<file path="src/rtl/core/sssc_pkg.sv">
`timescale 1ns / 1ps
package sssc_pkg;

   localparam int unsigned FIXED_POINT_SCALE = 1000000;
   localparam int unsigned MAX_BYTES = 6;
   localparam int unsigned DATA_W = 8 * MAX_BYTES;
   localparam int unsigned PADDR_W = 5;

   // register indexes
   localparam logic [2:0] REG_MODE     = 3'd0;
   localparam logic [2:0] REG_SAMP_INT = 3'd1;
   localparam logic [2:0] REG_REP_INT  = 3'd2;
   localparam logic [2:0] REG_SCALE    = 3'd3;
   localparam logic [2:0] REG_OFFSET   = 3'd4;
   localparam logic [2:0] REG_DECIMALS = 3'd5;
   localparam logic [2:0] REG_FORMAT   = 3'd6;
   localparam logic [2:0] REG_MASK     = 3'd7;

   // measurement status codes
   localparam logic [1:0] STATUS_PENDING = 2'd0;
   localparam logic [1:0] STATUS_OK      = 2'd1;

   localparam int unsigned DIV_P0 = FIXED_POINT_SCALE / 1;
   localparam int unsigned DIV_P1 = FIXED_POINT_SCALE / 10;
   localparam int unsigned DIV_P2 = FIXED_POINT_SCALE / 100;
   localparam int unsigned DIV_P3 = FIXED_POINT_SCALE / 1000;
   localparam int unsigned DIV_P4 = FIXED_POINT_SCALE / 10000;
   localparam int unsigned DIV_P5 = FIXED_POINT_SCALE / 100000;
   localparam int unsigned DIV_P6 = FIXED_POINT_SCALE / 1000000;

   typedef logic [31:0] word_type;

   function automatic word_type places_divisor(input logic [2:0] p);
      word_type d;
      case (p)
         3'd0:    d = word_type'(DIV_P0);
         3'd1:    d = word_type'(DIV_P1);
         3'd2:    d = word_type'(DIV_P2);
         3'd3:    d = word_type'(DIV_P3);
         3'd4:    d = word_type'(DIV_P4);
         3'd5:    d = word_type'(DIV_P5);
         default: d = word_type'(DIV_P6);
      endcase
      return d;
   endfunction

endpackage

</file>
<file path="src/rtl/core/sssc_div.sv">
`timescale 1ns / 1ps
module sssc_div import sssc_pkg::*; (
   input  logic        clock,
   input  logic        reset,
   input  logic        start,
   input  logic [63:0] dividend,
   input  logic [31:0] divisor,
   output logic        done,
   output logic [63:0] quotient
);
   logic        busy_ff, busy_in;
   logic        done_ff, done_in;
   logic [5:0]  step_ff, step_in;
   logic [31:0] rem_ff, rem_in;
   logic [63:0] quo_ff, quo_in;
   logic [32:0] trial;
   logic        fits;

   always_comb begin
      trial   = {rem_ff, quo_ff[63]};
      fits    = trial >= {1'b0, divisor};
      busy_in = busy_ff;
      done_in = 1'b0;
      step_in = step_ff;
      rem_in  = rem_ff;
      quo_in  = quo_ff;
      if (start) begin
         busy_in = 1'b1;
         step_in = 6'd0;
         rem_in  = 32'd0;
         quo_in  = dividend;
      end else if (busy_ff) begin
         rem_in  = fits ? 32'(trial - {1'b0, divisor}) : trial[31:0];
         quo_in  = {quo_ff[62:0], fits};
         step_in = step_ff + 6'd1;
         if (step_ff == 6'd63) begin
            busy_in = 1'b0;
            done_in = 1'b1;
         end
      end
   end

   always_ff @(posedge clock) begin
      if (reset) begin
         busy_ff <= 1'b0;
         done_ff <= 1'b0;
         step_ff <= 6'd0;
      end else begin
         busy_ff <= busy_in;
         done_ff <= done_in;
         step_ff <= step_in;
      end
      rem_ff <= rem_in;
      quo_ff <= quo_in;
   end

   assign done     = done_ff;
   assign quotient = quo_ff;
endmodule
</file>
<file path="config.mk">
export PLATFORM = sky130hd
export DESIGN_NAME = sssc_div
export DESIGN_NICKNAME = d
export VERILOG_FILES = /design/src/rtl/core/sssc_pkg.sv /design/src/rtl/core/sssc_div.sv
export SDC_FILE = /design/constraint.sdc
export NUM_CORES = 1
export LEC_CHECK = 0
export BUFFER_PORTS_ARGS = -buffer_cell sky130_fd_sc_hd__buf_2
export CAP_MARGIN = 25
export CORE_MARGIN = 2
export CORE_UTILIZATION = 45
export CTS_BUF_LIST = sky130_fd_sc_hd__clkbuf_16
export DETAILED_ROUTE_END_ITERATION = 8
export PLACE_DENSITY_LB_ADDON = 0.08
export REMOVE_ABC_BUFFERS = 1
export SYNTH_ARGS = -nofsm -noshare
export SYNTH_HDL_FRONTEND = slang
export SYNTH_SLANG_ARGS = --single-unit
</file>
<file path="constraint.sdc">
create_clock -name clock -period 5.7 [get_ports clock]
set_input_delay 0.285 -clock clock [delete_from_list [all_inputs] [get_ports clock]]
set_output_delay 0.285 -clock clock [all_outputs]
set_load 0.01 [all_outputs]
</file>
# Yosys cells after proc, flatten, opt, wreduce, memory -nomap -nowiden
# Cells that the tools add are included.
[op_classes] addsub=2 order_cmp=1 n_eq_ne=1 mux=7 bitwise_logic=1 reduce_logical=3
[op_table] cell="$mux W64" n=2
[op_table] cell="$ge A33 B32 Y1" n=1
[op_table] cell="$mux W32" n=1
[op_table] cell="$sub A32 B32 Y32" n=1
[op_table] cell="$add A6 B1 Y6 const B" n=1
[op_table] cell="$eq A6 B6 Y1 const B" n=1
[op_table] cell="$mux W1" n=4
[op_table] cell="$reduce_or A3 Y1" n=1
[op_table] cell="$reduce_bool A2 Y1" n=1
[op_table] cell="$reduce_or A2 Y1" n=1
[op_table] cell="$not A1 Y1" n=1
[word_totals] ff_bits=104 in_bits=99 out_inout_bits=65

# Logic depth before layout (Yosys ltp)
[logic_depth] word_depth=4 depth_mapped=13 depth_no_buf=11

# Least setup slack after synthesis
# OpenSTA, ideal clock, no wires.
[synth_timing] kind="register -> register" startpoint="register quo_ff[63] (netlist: quotient[63])" endpoint="register rem_ff[28]" arrival_time_ns=2.645 slack_ns=2.921 stages_incl_launch_ff=12 n_path_buf=0 cell_sequence="edfxtp_1 inv_1 ha_1 fa_1 nor2b_1 o21ba_1 o31a_1 or4b_4 a221o_1 nor4bb_1 nor4_2 nor4_2"
[synth_between] elab_chain_len=2
[synth_lines] element="from (decl)" line_no="sssc_div.sv:15" rtl="logic [63:0] quo_ff, quo_in;"
[synth_lines] element="from (signal assigned)" line_no="sssc_div.sv:54" rtl="quo_ff <= quo_in;"
[synth_lines] element="$sub A32 B32 Y32 or $ge A33 B32 Y1 (tied branches)" line_no="sssc_div.sv:33, sssc_div.sv:21"
[synth_lines] element="$mux W32 (*)" line_no="sssc_div.sv:33" rtl="rem_in = fits ? 32'(trial - {1'b0, divisor}) : trial[31:0];"
[synth_lines] element="to (signal assigned)" line_no="sssc_div.sv:53" rtl="rem_ff <= rem_in;"
[synth_lines] element="to (decl)" line_no="sssc_div.sv:14" rtl="logic [31:0] rem_ff, rem_in;"
# Mark *: on every way between the ends. The rest lies on a longest branch, timed or not.
# A chain may end at the register's enable or synchronous reset.

# Worst setup path after layout
[layout_timing] startpoint="register rem_ff[13]" endpoint="register rem_ff[14]"
[layout_between] elab_chain_len=2
[layout_lines] element="$sub A32 B32 Y32 or $ge A33 B32 Y1 (tied branches)" line_no="sssc_div.sv:33, sssc_div.sv:21"
[layout_lines] element="$mux W32 (*)" line_no="sssc_div.sv:33"
# Marks and branches as above.

==> results by stage <==
Synthesis:
- During synthesis, Yosys emitted a total of 0 warnings.
- The cell count after synthesis came out at 642.
- After synthesis the cells add up to 0.00652 sq mm.
- Of the synthesized area, sequential elements account for 41.7%.
- Of all flip-flops after synthesis, the portion carrying an async set or reset was 0%.
- The most used flip-flop cell after synthesis is sky130_fd_sc_hd__edfxtp_1.
- The commonest cells after synthesis are 64 x sky130_fd_sc_hd__edfxtp_1, 63 x sky130_fd_sc_hd__mux2_2, 57 x sky130_fd_sc_hd__nor2_1.
- The proportion of netlist area held by the largest area contributor is 29.5%.
- The most repeated cell in the gate-level netlist after synthesis is sky130_fd_sc_hd__edfxtp_1.
- Yosys mapped the design onto 67 distinct sky130hd cell types.
- The register bit count reported by yosys is 104.
- The synthesized area per cell is 10.2 sq um.
- The number of enable flip-flop cells after synthesis is 64.
- Summed over all instances, the cell type with the most area after synthesis is sky130_fd_sc_hd__edfxtp_1.
- Sorting the synthesized cells by area gives the leading types as sky130_fd_sc_hd__edfxtp_1 29%, sky130_fd_sc_hd__dfxtp_1 12%, sky130_fd_sc_hd__mux2_2 11%.

Placed design:
- The half-perimeter wire length of the detailed placement result is 11600 microns.
- The global placer's final weighted congestion is 0.844.
- Input and output buffers added on the ports amount to 163.
- In this run, placement finished with an instance count of 958.

Critical path:
- The path type of the worst setup path is flop to flop.
- The critical path goes through ha_1, a21oi_1, o2111ai_1, a221oi_2, o21ai_1, o21bai_2, a21o_1, buf_4, mux2i_1, a211oi_1.
- For this design, the slowest cell found on the critical path is sky130_fd_sc_hd__a21o_1.
- STA classifies the critical path endpoint as a flop.
- The startpoint type of the worst setup path is a flop.
- In this design, the stage delay of the slowest critical-path cell is 0.82 ns.
- For the worst setup path, the data arrival time is 3.86 ns.
- The worst path required time is 5.91 ns.
- The worst path buffer plus inverter count is 1.
- Among cell families on the critical path, the largest total delay comes from compound AO/OA/AOI/OAI gates.
- The top fanout value on the critical path is 25.

Detailed routing:
- The wire length after detailed routing is 15700 microns.
- Summing over every cut layer, the via total after detailed routing is 5378.
- The post-detailed-route wirelength per cell is 16.1 microns.
- After detailed routing, the number of remaining DRC violations is 0.
- The number of detailed-routing iterations run before antenna repair is 5.
- The number of antenna-violating nets in the routed design is 0.
- The detail-routed via count per cell is 5.52.
- The initial detailed-routing violation count is 481.

CTS:
- The deepest clock path buffer count is 2.
- The number of H-tree levels is 3.
- The tree is rooted in a sky130_fd_sc_hd__clkbuf_16.
- After clock tree synthesis, the flow added hold-fix buffers numbering 0.
- The number of sinks driven by the clock tree is 104.
- TritonCTS built the clock tree.
- Clock-pin slew was measured on the worst setup and hold paths at 0.07 ns.
- Once the clock tree was built, the resizer swapped 0 gates to a different size.
- The worst-skew pair later-pin latency is 0.35 ns.
- The number of buffers created by CTS is 9.
- The number of buffers inserted by post-CTS setup repair is 0.

Final layout:
- The count of placed standard cells in the final layout, fillers left out is 974.
- The final core area utilization is 53.7%.
- The fraction of layout instances using a drive strength above 1 is 32.5%.
- The number of inserted filler cells in the final layout is 1317.
- The multi-input combinational cells in the finished layout cover a total of 0.00343 sq mm.
- The register area is 0.00272 sq mm.
- The number of antenna cells inserted is 0.
- The number of nets in the layout is 918.
- From synthesis to final layout, the design area changed by 18.2%.

Global route:
- The overflow left after global routing is 0.
- The number of global-route vias before repair is 5342.
- The initial antenna violation count is 1.
- The first global-routing pass estimated 26200 microns of wire.
- The maximum number of pins on one net before global-route repair is 87.
- The global-route usage over all layers is 20.5%.

STA:
- Summed over all failing endpoints, the final setup total negative slack is 0 ns.
- Derived from the worst setup path, the maximum achievable clock frequency is 274 MHz.
- Setup repair after global routing left no endpoint under its margin.
- Setup violations remaining at the end of the flow were counted as 0.
- At the pin with the least slew margin, the transition time is 1.01 ns.
- The final critical-path required period is 3.65 ns.
- The hold violation total from the final report is 0.
- The number of slew-limit violations in the final report is 0.
- The smallest hold slack is 0.0933 ns.
- The maximum clock skew at final layout is 0.0111 ns.
- The worst relative slew slack is 32.7%.
- After layout, the worst path uses 64.1% of the clock period.

Die:
- The die is 124 microns wide.
- After floorplanning, the core was sized to cover 0.0144 sq mm.
- Measured along the y axis, the die boundary spans 124 microns.
- The initial core utilization is 45.4%.
- The die covers 0.0155 sq mm.
- The number of rows created at floorplan is 44.
- The count of boundary I/O pins is 164.

Worst hold path:
- The class of the tightest hold or removal check is input port to flop.

Power:
- VDD sags by at most 212 uV.
- The power density over the cells is 263 mW/mm^2.
- The static leakage is 3.45 nW.
- The design draws 2.02 mW.

Run status:
- The run finished with clean final reports.

Job:
- Across the run, the number of max-cap violations was 0.
## kinds of logic after synthesis
family / after synthesis / synth area share, %
buffers and inverters: 87 / 5.62
AND/OR/NAND/NOR: 163 / 12.7
adder cells (fa/ha/maj): 34 / 6.64
flip-flops: 104 / 41.7
XOR/XNOR: 27 / 3.62
multiplexers: 87 / 14.6
AO/OA/AOI/OAI: 140 / 15.1
## metal layers
layer | GRT usage [%] | wire length [microns] | share of wire (%) | vias to the layer above
li1 | - | - | - | 2655
met1 | 26.9 | 7050 | 45 | 2513
met2 | 32.3 | 7060 | 45 | 188
met3 | 7.43 | 1390 | 8.8 | 20
met4 | 5.35 | 204 | 1.3 | 2
met5 | 0 | 13 | 0.083 | -
## state kept, by name (all words and copies together), names as in the netlist
register  flops
quotient     64
rem_ff       32
step_ff       6
busy_ff       1
done          1
## report_power, final
part | switching (mW) | leakage [nW] | internal, mW
sequential | 0.0406 | 0.972 | 0.880
combinational | 0.276 | 2.34 | 0.228
clock | 0.298 | 0.140 | 0.302
total | 0.614 | 3.45 | 1.41
## worst paths after layout
check                  start          to  slack [ns]  cells after the start
setup / recovery  rem_ff[13]  rem_ff[14]        2.05                     10
hold / removal         reset     busy_ff        0.09                      2
setup reg to reg  rem_ff[13]  rem_ff[14]        2.05                     10
hold reg to reg   step_ff[5]  step_ff[5]        0.50                      2
## cell usage in the layout (no fill, tap or decap), drive strengths merged, types with 18 or more instances in the layout
| cell type | netlist | layout |
|---|---|---|
| o21ai | 18 | 18 |
| mux2 | 64 | 64 |
| ha | 33 | 33 |
| a211oi | 25 | 25 |
| mux2i | 23 | 23 |
| a21oi | 32 | 32 |
| nand2 | 31 | 31 |
| inv | 52 | 57 |
| buf | 12 | 167 |
| dfxtp | 40 | 40 |
| nor2 | 57 | 57 |
| edfxtp | 64 | 64 |
## layout make-up
| class | instances | area share, % |
|---|---|---|
| multi-input cells | 451 | 44.5 |
| flip-flops and latches | 104 | 35.3 |
| repair buffers | 167 | 11.0 |
| well taps | 184 | 2.99 |
| clock buffers | 9 | 2.92 |
| inverters | 52 | 2.53 |
| clock inverters | 7 | 0.698 |
## per-stage QoR
stage                     area, sq um  setup WS [ns]
final                            7710           2.05
after global routing             7710           1.76
after CTS                        7710           2.04
after detailed placement         7430           1.94
after global placement           7430           2.02
after floorplan                  6350           2.49
(Power assumes the default switching activity.)
