==> src/rtl/core/sssc_pkg.sv <==
`timescale 1ns / 1ps
package sssc_pkg;

   localparam int unsigned FIXED_POINT_SCALE = 1000000;
   localparam int unsigned MAX_BYTES = 6;
   localparam int unsigned DATA_W = 8 * MAX_BYTES;
   localparam int unsigned PADDR_W = 5;

   // register indexes
   localparam logic [2:0] REG_MODE     = 3'd0;
   localparam logic [2:0] REG_SAMP_INT = 3'd1;
   localparam logic [2:0] REG_REP_INT  = 3'd2;
   localparam logic [2:0] REG_SCALE    = 3'd3;
   localparam logic [2:0] REG_OFFSET   = 3'd4;
   localparam logic [2:0] REG_DECIMALS = 3'd5;
   localparam logic [2:0] REG_FORMAT   = 3'd6;
   localparam logic [2:0] REG_MASK     = 3'd7;

   // measurement status codes
   localparam logic [1:0] STATUS_PENDING = 2'd0;
   localparam logic [1:0] STATUS_OK      = 2'd1;

   localparam int unsigned DIV_P0 = FIXED_POINT_SCALE / 1;
   localparam int unsigned DIV_P1 = FIXED_POINT_SCALE / 10;
   localparam int unsigned DIV_P2 = FIXED_POINT_SCALE / 100;
   localparam int unsigned DIV_P3 = FIXED_POINT_SCALE / 1000;
   localparam int unsigned DIV_P4 = FIXED_POINT_SCALE / 10000;
   localparam int unsigned DIV_P5 = FIXED_POINT_SCALE / 100000;
   localparam int unsigned DIV_P6 = FIXED_POINT_SCALE / 1000000;

   typedef logic [31:0] word_type;

   function automatic word_type places_divisor(input logic [2:0] p);
      word_type d;
      case (p)
         3'd0:    d = word_type'(DIV_P0);
         3'd1:    d = word_type'(DIV_P1);
         3'd2:    d = word_type'(DIV_P2);
         3'd3:    d = word_type'(DIV_P3);
         3'd4:    d = word_type'(DIV_P4);
         3'd5:    d = word_type'(DIV_P5);
         default: d = word_type'(DIV_P6);
      endcase
      return d;
   endfunction

endpackage

==> src/rtl/core/sssc_extract.sv <==
`timescale 1ns / 1ps
module sssc_extract import sssc_pkg::*; (
   input  logic [DATA_W-1:0] data_bytes,
   input  logic [2:0]        data_size,
   input  logic [10:0]       format,
   input  logic              little_endian,
   input  logic [31:0]       mask,
   output logic [31:0]       value
);
   logic [2:0]  total;
   logic [2:0]  off;
   logic [2:0]  cnt;
   logic [3:0]  reach;
   logic [2:0]  n;
   logic [3:0]  idx [4];
   logic [7:0]  bytes_arr [MAX_BYTES];
   logic [31:0] gathered;

   always_comb begin
      for (int i = 0; i < MAX_BYTES; i++) begin
         bytes_arr[i] = data_bytes[8*(MAX_BYTES-1-i) +: 8];
      end
      total = (data_size > 3'(MAX_BYTES)) ? 3'(MAX_BYTES) : data_size;
      off   = format[2:0];
      cnt   = format[5:3];
      reach = {1'b0, off} + {1'b0, cnt};
      if (off >= total) begin
         n = 3'd0;
      end else if (cnt == 3'd0 || reach > {1'b0, total}) begin
         n = total - off;
      end else begin
         n = cnt;
      end
      // byte k of the result holds the k-th last gathered byte (big endian) or the k-th gathered byte (little endian)
      for (int k = 0; k < 4; k++) begin
         idx[k] = little_endian ? ({1'b0, off} + 4'(k))
                                : ({1'b0, off} + {1'b0, n} - 4'd1 - 4'(k));
         if (3'(k) < n && idx[k] < 4'(MAX_BYTES)) begin
            gathered[8*k +: 8] = bytes_arr[idx[k][2:0]];
         end else begin
            gathered[8*k +: 8] = 8'd0;
         end
      end
      value = 32'($signed(gathered) >>> format[10:6]) & mask;
   end
endmodule

==> config.mk <==
export PLATFORM = sky130hd
export DESIGN_NAME = sssc_extract
export DESIGN_NICKNAME = d
export VERILOG_FILES = /design/src/rtl/core/sssc_pkg.sv /design/src/rtl/core/sssc_extract.sv
export SDC_FILE = /design/constraint.sdc
export NUM_CORES = 1
export LEC_CHECK = 0
export BUFFER_PORTS_ARGS = -buffer_cell sky130_fd_sc_hd__buf_2
export CAP_MARGIN = 20
export CORE_UTILIZATION = 56
export DETAILED_ROUTE_END_ITERATION = 10
export PLACE_DENSITY = 0.81
export SLEW_MARGIN = 20
export SYNTH_ARGS = -nofsm -noshare
export SYNTH_HDL_FRONTEND = slang
export SYNTH_SLANG_ARGS = --single-unit
==> constraint.sdc <==
create_clock -name vclk -period 7.15
set_input_delay 0.715 -clock vclk [all_inputs]
set_output_delay 0.715 -clock vclk [all_outputs]
set_load 0.1 [all_outputs]
# After elaboration in Yosys (flattened, before gate mapping)
# Cells that the tools add are included.
dict set report totals {
  input_bits 95
  out_inout_bits 32
  register_bits 0
}
dict set report op_classes {
  n_reduce_logical 6
  n_addsub 10
  mux 23
  bitwise 5
  magnitude_cmp 15
  shifts 1
}
# op count
set op_table {}
lappend op_table {{8-bit binary-select mux with 3-bit select} 4}
lappend op_table {{8-bit 2-to-1 mux} 12}
lappend op_table {{32-bit bitwise AND} 1}
lappend op_table {{32-bit by 5-bit >>> shifter with 32-bit output} 1}
lappend op_table {{4-bit greater-or-equal comparator (second input constant)} 4}
lappend op_table {{4-bit by 3-bit < comparator with 1-bit output (second input constant)} 4}
lappend op_table {{4-bit 2-to-1 mux} 4}
lappend op_table {{3-bit NOT with 4-bit output} 4}
lappend op_table {{3-bit 2-to-1 mux} 3}
lappend op_table {{3-bit by 2-bit adder with 4-bit output (second input constant)} 2}
lappend op_table {{3-bit by 3-bit adder with 4-bit output} 2}
lappend op_table {{4-bit by 1-bit subtractor with 4-bit output (second input constant)} 2}
lappend op_table {{4-bit by 2-bit subtractor with 4-bit output (second input constant)} 2}
lappend op_table {{1-bit by 3-bit < comparator with 1-bit output (first input constant)} 2}
lappend op_table {{2-bit by 3-bit < comparator with 1-bit output (first input constant)} 2}
lappend op_table {{3-bit by 1-bit adder with 4-bit output (second input constant)} 1}
lappend op_table {{4-bit by 3-bit greater-than comparator with 1-bit output} 1}
lappend op_table {{1-bit logical AND} 4}
lappend op_table {{3-bit greater-or-equal comparator} 1}
lappend op_table {{3-bit greater-than comparator (second input constant)} 1}
lappend op_table {{3-bit logical NOT} 1}
lappend op_table {{3-bit subtractor} 1}
lappend op_table {{1-bit logical OR} 1}

# Depth between registers and ports, before layout
dict set report depth {
  depth_word 17
  ltp_mapped 27
  depth_no_buf 25
}

# Least setup slack after synthesis
# Ideal clock, no wire load.
dict set report synth_path {
  kind {input-to-output}
  startpoint {input port format[0]}
  endpoint {output port value[4]}
  arrival_ns 8.649
  path_buffers 1
  cell_stages 22
  path_slack_ns -2.214
  t_required_ns 6.435
  cell_sequence {ha_1 fa_1 xor2_1 ha_1 nand3_1 o21ai_0 o21a_1 and2_1 o21ai_0 ha_1 inv_1 ha_1 fa_1 buf_4 inv_1 ha_1 o32a_1 o221a_2 mux4_2 a211oi_2 o22ai_1 o41ai_1}
}
dict set report synth_via {
  elab_chain_cells 16
  elab_cells_between_ends 53
  cone_classes {add/sub: 10; order compare: 10; shift: 1; mux: 22; bitwise: 5; reduce/logical: 5}
}
# element line_no
set synth_lines {}
lappend synth_lines {{from (decl)} sssc_extract.sv:5} ;# input logic [10:0] format,
lappend synth_lines {{3-bit by 3-bit adder with 4-bit output} sssc_extract.sv:26} ;# reach = {1'b0, off} + {1'b0, cnt};
lappend synth_lines {{4-bit by 3-bit greater-than comparator with 1-bit output} sssc_extract.sv:29} ;# end else if (cnt == 3'd0 || reach > {1'b0, total}) begin
lappend synth_lines {{1-bit logical OR} sssc_extract.sv:29}
lappend synth_lines {{3-bit 2-to-1 mux} sssc_extract.sv:29}
lappend synth_lines {{3-bit 2-to-1 mux} sssc_extract.sv:27} ;# if (off >= total) begin
lappend synth_lines {{3-bit by 3-bit adder with 4-bit output} sssc_extract.sv:37} ;# : ({1'b0, off} + {1'b0, n} - 4'd1 - 4'(k));
lappend synth_lines {{4-bit by 1-bit subtractor with 4-bit output} sssc_extract.sv:37}
lappend synth_lines {{4-bit by 1-bit subtractor with 4-bit output / 4-bit by 2-bit subtractor with 4-bit output (equally long branches)} sssc_extract.sv:37}
lappend synth_lines {{4-bit 2-to-1 mux} sssc_extract.sv:36} ;# idx[k] = little_endian ? ({1'b0, off} + 4'(k))
lappend synth_lines {{3-bit NOT with 4-bit output (not written as such)} sssc_extract.sv:39} ;# gathered[8*k +: 8] = bytes_arr[idx[k][2:0]];
lappend synth_lines {{8-bit binary-select mux with 3-bit select} sssc_extract.sv:39}
lappend synth_lines {{8-bit 2-to-1 mux (not written as such) (2 in series)} sssc_extract.sv:39}
lappend synth_lines {{8-bit 2-to-1 mux} sssc_extract.sv:38} ;# if (3'(k) < n && idx[k] < 4'(MAX_BYTES)) begin
lappend synth_lines {{32-bit by 5-bit >>> shifter with 32-bit output *} sssc_extract.sv:44} ;# value = 32'($signed(gathered) >>> format[10:6]) & mask;
lappend synth_lines {{32-bit bitwise AND *} sssc_extract.sv:44}
lappend synth_lines {{to (decl)} sssc_extract.sv:8} ;# output logic [31:0] value
# Every way passes the cells marked *; elsewhere a longest branch is shown, timed or not. The select of a mux whose other input is x is not followed.

# Worst setup path after layout
dict set report layout_path {
  startpoint {input port format[3]}
  endpoint {output port value[2]}
}
dict set report layout_via {
  elab_chain_cells 16
  elab_cells_between_ends 49
  cone_classes {add/sub: 6; order compare: 9; shift: 1; mux: 22; bitwise: 5; reduce/logical: 6}
}
# element line_no
set layout_lines {}
lappend layout_lines {{3-bit by 3-bit adder with 4-bit output} sssc_extract.sv:26}
lappend layout_lines {{4-bit by 3-bit greater-than comparator with 1-bit output} sssc_extract.sv:29}
lappend layout_lines {{1-bit logical OR} sssc_extract.sv:29}
lappend layout_lines {{3-bit 2-to-1 mux *} sssc_extract.sv:29}
lappend layout_lines {{3-bit 2-to-1 mux *} sssc_extract.sv:27}
lappend layout_lines {{3-bit by 3-bit adder with 4-bit output} sssc_extract.sv:37}
lappend layout_lines {{4-bit by 1-bit subtractor with 4-bit output} sssc_extract.sv:37}
lappend layout_lines {{4-bit by 1-bit subtractor with 4-bit output / 4-bit by 2-bit subtractor with 4-bit output (equally long branches)} sssc_extract.sv:37}
lappend layout_lines {{4-bit 2-to-1 mux} sssc_extract.sv:36}
lappend layout_lines {{3-bit NOT with 4-bit output (not written as such)} sssc_extract.sv:39}
lappend layout_lines {{8-bit binary-select mux with 3-bit select} sssc_extract.sv:39}
lappend layout_lines {{8-bit 2-to-1 mux (not written as such) (2 in series)} sssc_extract.sv:39}
lappend layout_lines {{8-bit 2-to-1 mux} sssc_extract.sv:38}
lappend layout_lines {{32-bit by 5-bit >>> shifter with 32-bit output *} sssc_extract.sv:44}
lappend layout_lines {{32-bit bitwise AND *} sssc_extract.sv:44}
# Marked as above.

==> run metrics <==
status=finished with violations; failing checks=setup timing; Crit. Startpoint=format[3]; Core Util, Final=84.6%; Max stage delay on crit path=0.69 ns; fin cells=885; slew at the pin closest to its max-slew limit=0.923 ns; Req. time, crit path=~6.4 ns; Pleak=2.87 nW; Gate power share=100.0%; vias per inst=about 7.7; Buf/Inv on CP=6; YS warnings=0; Critical Path End Type=output port; RSZ-0062 raised after global routing=yes; min Tclk post-route=7.62 ns; vias in the first global route=5874; IO Pins=127; FMAX=131 MHz; design area=6670 um2; largest net degree at the start of global routing=36; CP max-delay cell=fa_2; antenna violations before repair=0; sequential area share after synthesis=0%; top cell family by delay on the critical path=compound AO/OA/AOI/OAI gates; sequential cell area=0 um2; Worst setup SP type=input port; Setup CP Type=input port to output port; crit-path most repeated cell=buf_4; top fanout value on the critical path=6; All-Layer GR Usage=43.8%; Hold Violations, Final=0; Placer Congestion=1.07; dpl hpwl=14900 um; area share of the largest cell type after synthesis=11.6%; DP Area=6070 um2; sequential power share=0%; Post-Route WL=22400 um; part of the cycle the worst path needs=107%; antenna diode instance count=0; Port Buffer Count=127; syn avg cell area=7.29 um2; die width=93.1 um; Cells after DPL=870; pre-CTS WS=-0.236 ns; Switching Fraction=between 50% and 60%; height of the chip=around 93 um; max cap viols=0; num sequential=0; number of iterations in the first detailed-routing pass=7; Net Count, Synth=755; Die ar.=just under 9000 um2; routed length per instance=25.3 um; # clk buffers=0; Hold Startpoint=mask[28]; most frequent cell after synthesis=mux2i_1; fin nets=903; Int Pwr=0.625 mW; fraction of layout instances using a drive strength above 1=41.6%; Setup-failing EPs final=28; Slew HR=around two fifths; Mapped Cells=637; maximum resistive drop on vdd=0.139 mV; Power Dens Cells=229 nW/um2; post-synth top area cell=mux2i_1; DRC=0; Congestion Overflow GR=0; Synth Cell Area=4640 um2; Synth top cells by count=mux2i_1 (54), nand2_1 (49), a21oi_1 (44), o21ai_0 (43), nor2_1 (40); total vias in the final route=6858; HP Class=input port to output port; Synth-to-Final Area Change=43.7%; setup ws final=-0.465 ns; Worst EP arrival=6.90 ns; row count=32; post-route ant nets=0; initial DRC count=1183; starting density of the core=about three fifths; total core area=approximately 7900 um2; ranking of synthesized cells by area=mux2i_1 (12%), mux4_2 (9.7%), ha_1 (5.4%); # hold bufs at CTS=0; clock network power share=0%; P_sw=0.904 mW; Slew Limit Fails=0; count of cell types in the netlist=84; first-pass GRT wire length=30500 um
==> metal layers <==
layer  share of wire [%]  global-route usage [%]  wire, um  up-vias
li1                    -                       -         -     2800
met5                   0                       0         0        -
met3                  15                    4.39      3270      230
met1                  33                    57.1      7410     3058
met4                 8.3                    16.2      1850        0
met2                  44                    74.5      9830      770
==> cells by family (layout without fill, tap and decap cells) <==
group                      after synthesis  in the layout  synth area share [%]
and+or+nand+nor                        209            209                  23.1
buffers and inverters                   79            225                  7.81
adders and majority gates               23             23                  6.68
AOI/OAI and AO/OA                      234            234                  36.7
xor gates and xnor gates                 9              9                  1.86
muxes                                   83             83                  23.8
==> power groups by stage <==
stage | Sequential (mW) | Combinational [mW] | Clock [mW]
3_5_place_dp | 0 | 1.23 | 0
3_3_place_gp | 0 | 1.21 | 0
2_1_floorplan | 0 | 0.812 | 0
4_1_cts | 0 | 1.27 | 0
6_report | 0 | 1.53 | 0
5_1_grt | 0 | 1.58 | 0
==> cell type report <==
class	instances	area, um2
repair buffers	195	1600
inverters	30	113
multi-input cells	558	4830
well taps	102	128
fillers	478	1210
==> final timing paths <==
path	slack (ns)	cells past startpoint	to
worst max-delay path	-0.47	26	value[2]
worst min-delay path	1.80	4	value[28]
==> cells in the final DEF, fill, tap and decap left out, types with 4 or more instances in the layout <==
cell type,Yosys,final
buf_2,10,95
buf_4,4,65
mux2i_1,54,52
nand2_1,49,49
a21oi_1,44,37
nand3_1,38,36
o21ai_0,43,34
nor2_1,40,31
buf_12,1,28
inv_1,26,24
mux4_2,20,20
nor3_1,18,17
and3_1,16,14
a211oi_1,15,14
ha_1,20,14
and2_1,13,11
o21ai_1,7,10
o211a_1,9,9
a31oi_1,12,9
a21o_1,7,7
a21oi_2,1,7
o221a_2,9,7
mux2_2,8,7
o22ai_1,7,7
a221o_1,7,7
nor2b_1,6,6
nor2_4,1,6
o211ai_1,6,6
buf_6,3,6
inv_2,3,5
nand2b_1,5,5
a211oi_4,0,4
o21ai_4,0,4
nor2_2,0,4
o21a_1,5,4
a22o_1,5,4
a31oi_2,3,4
a21boi_2,0,4
==> timing repair <==
item                       4_1_cts  5_1_grt
buffers inserted                 1       14
pin swaps                        3       40
setup endpoints to repair       24       28
gates resized for setup         20       85
gates cloned                     0        1
==> tightest hold or removal path, delay by kind of cell <==
kind,cells,cell delay (ns)
AOI/OAI and AO/OA,1,0.05
and+or+nand+nor,1,0.06
buffers and inverters,2,0.26
==> stage by stage <==
| stage | power [mW] | setup TNS, ns | hold WS, ns |
|---|---|---|---|
| floorplan | 0.812 | -0.0941 | 1.67 |
| global placement | 1.21 | -0.0488 | 1.79 |
| detailed placement | 1.23 | -3.00 | 1.80 |
| CTS | 1.27 | 0 | 1.81 |
| global route | 1.58 | -8.20 | 1.81 |
| finish | 1.53 | -5.39 | 1.80 |
No activity file was read; power rests on OpenSTA's default activity.
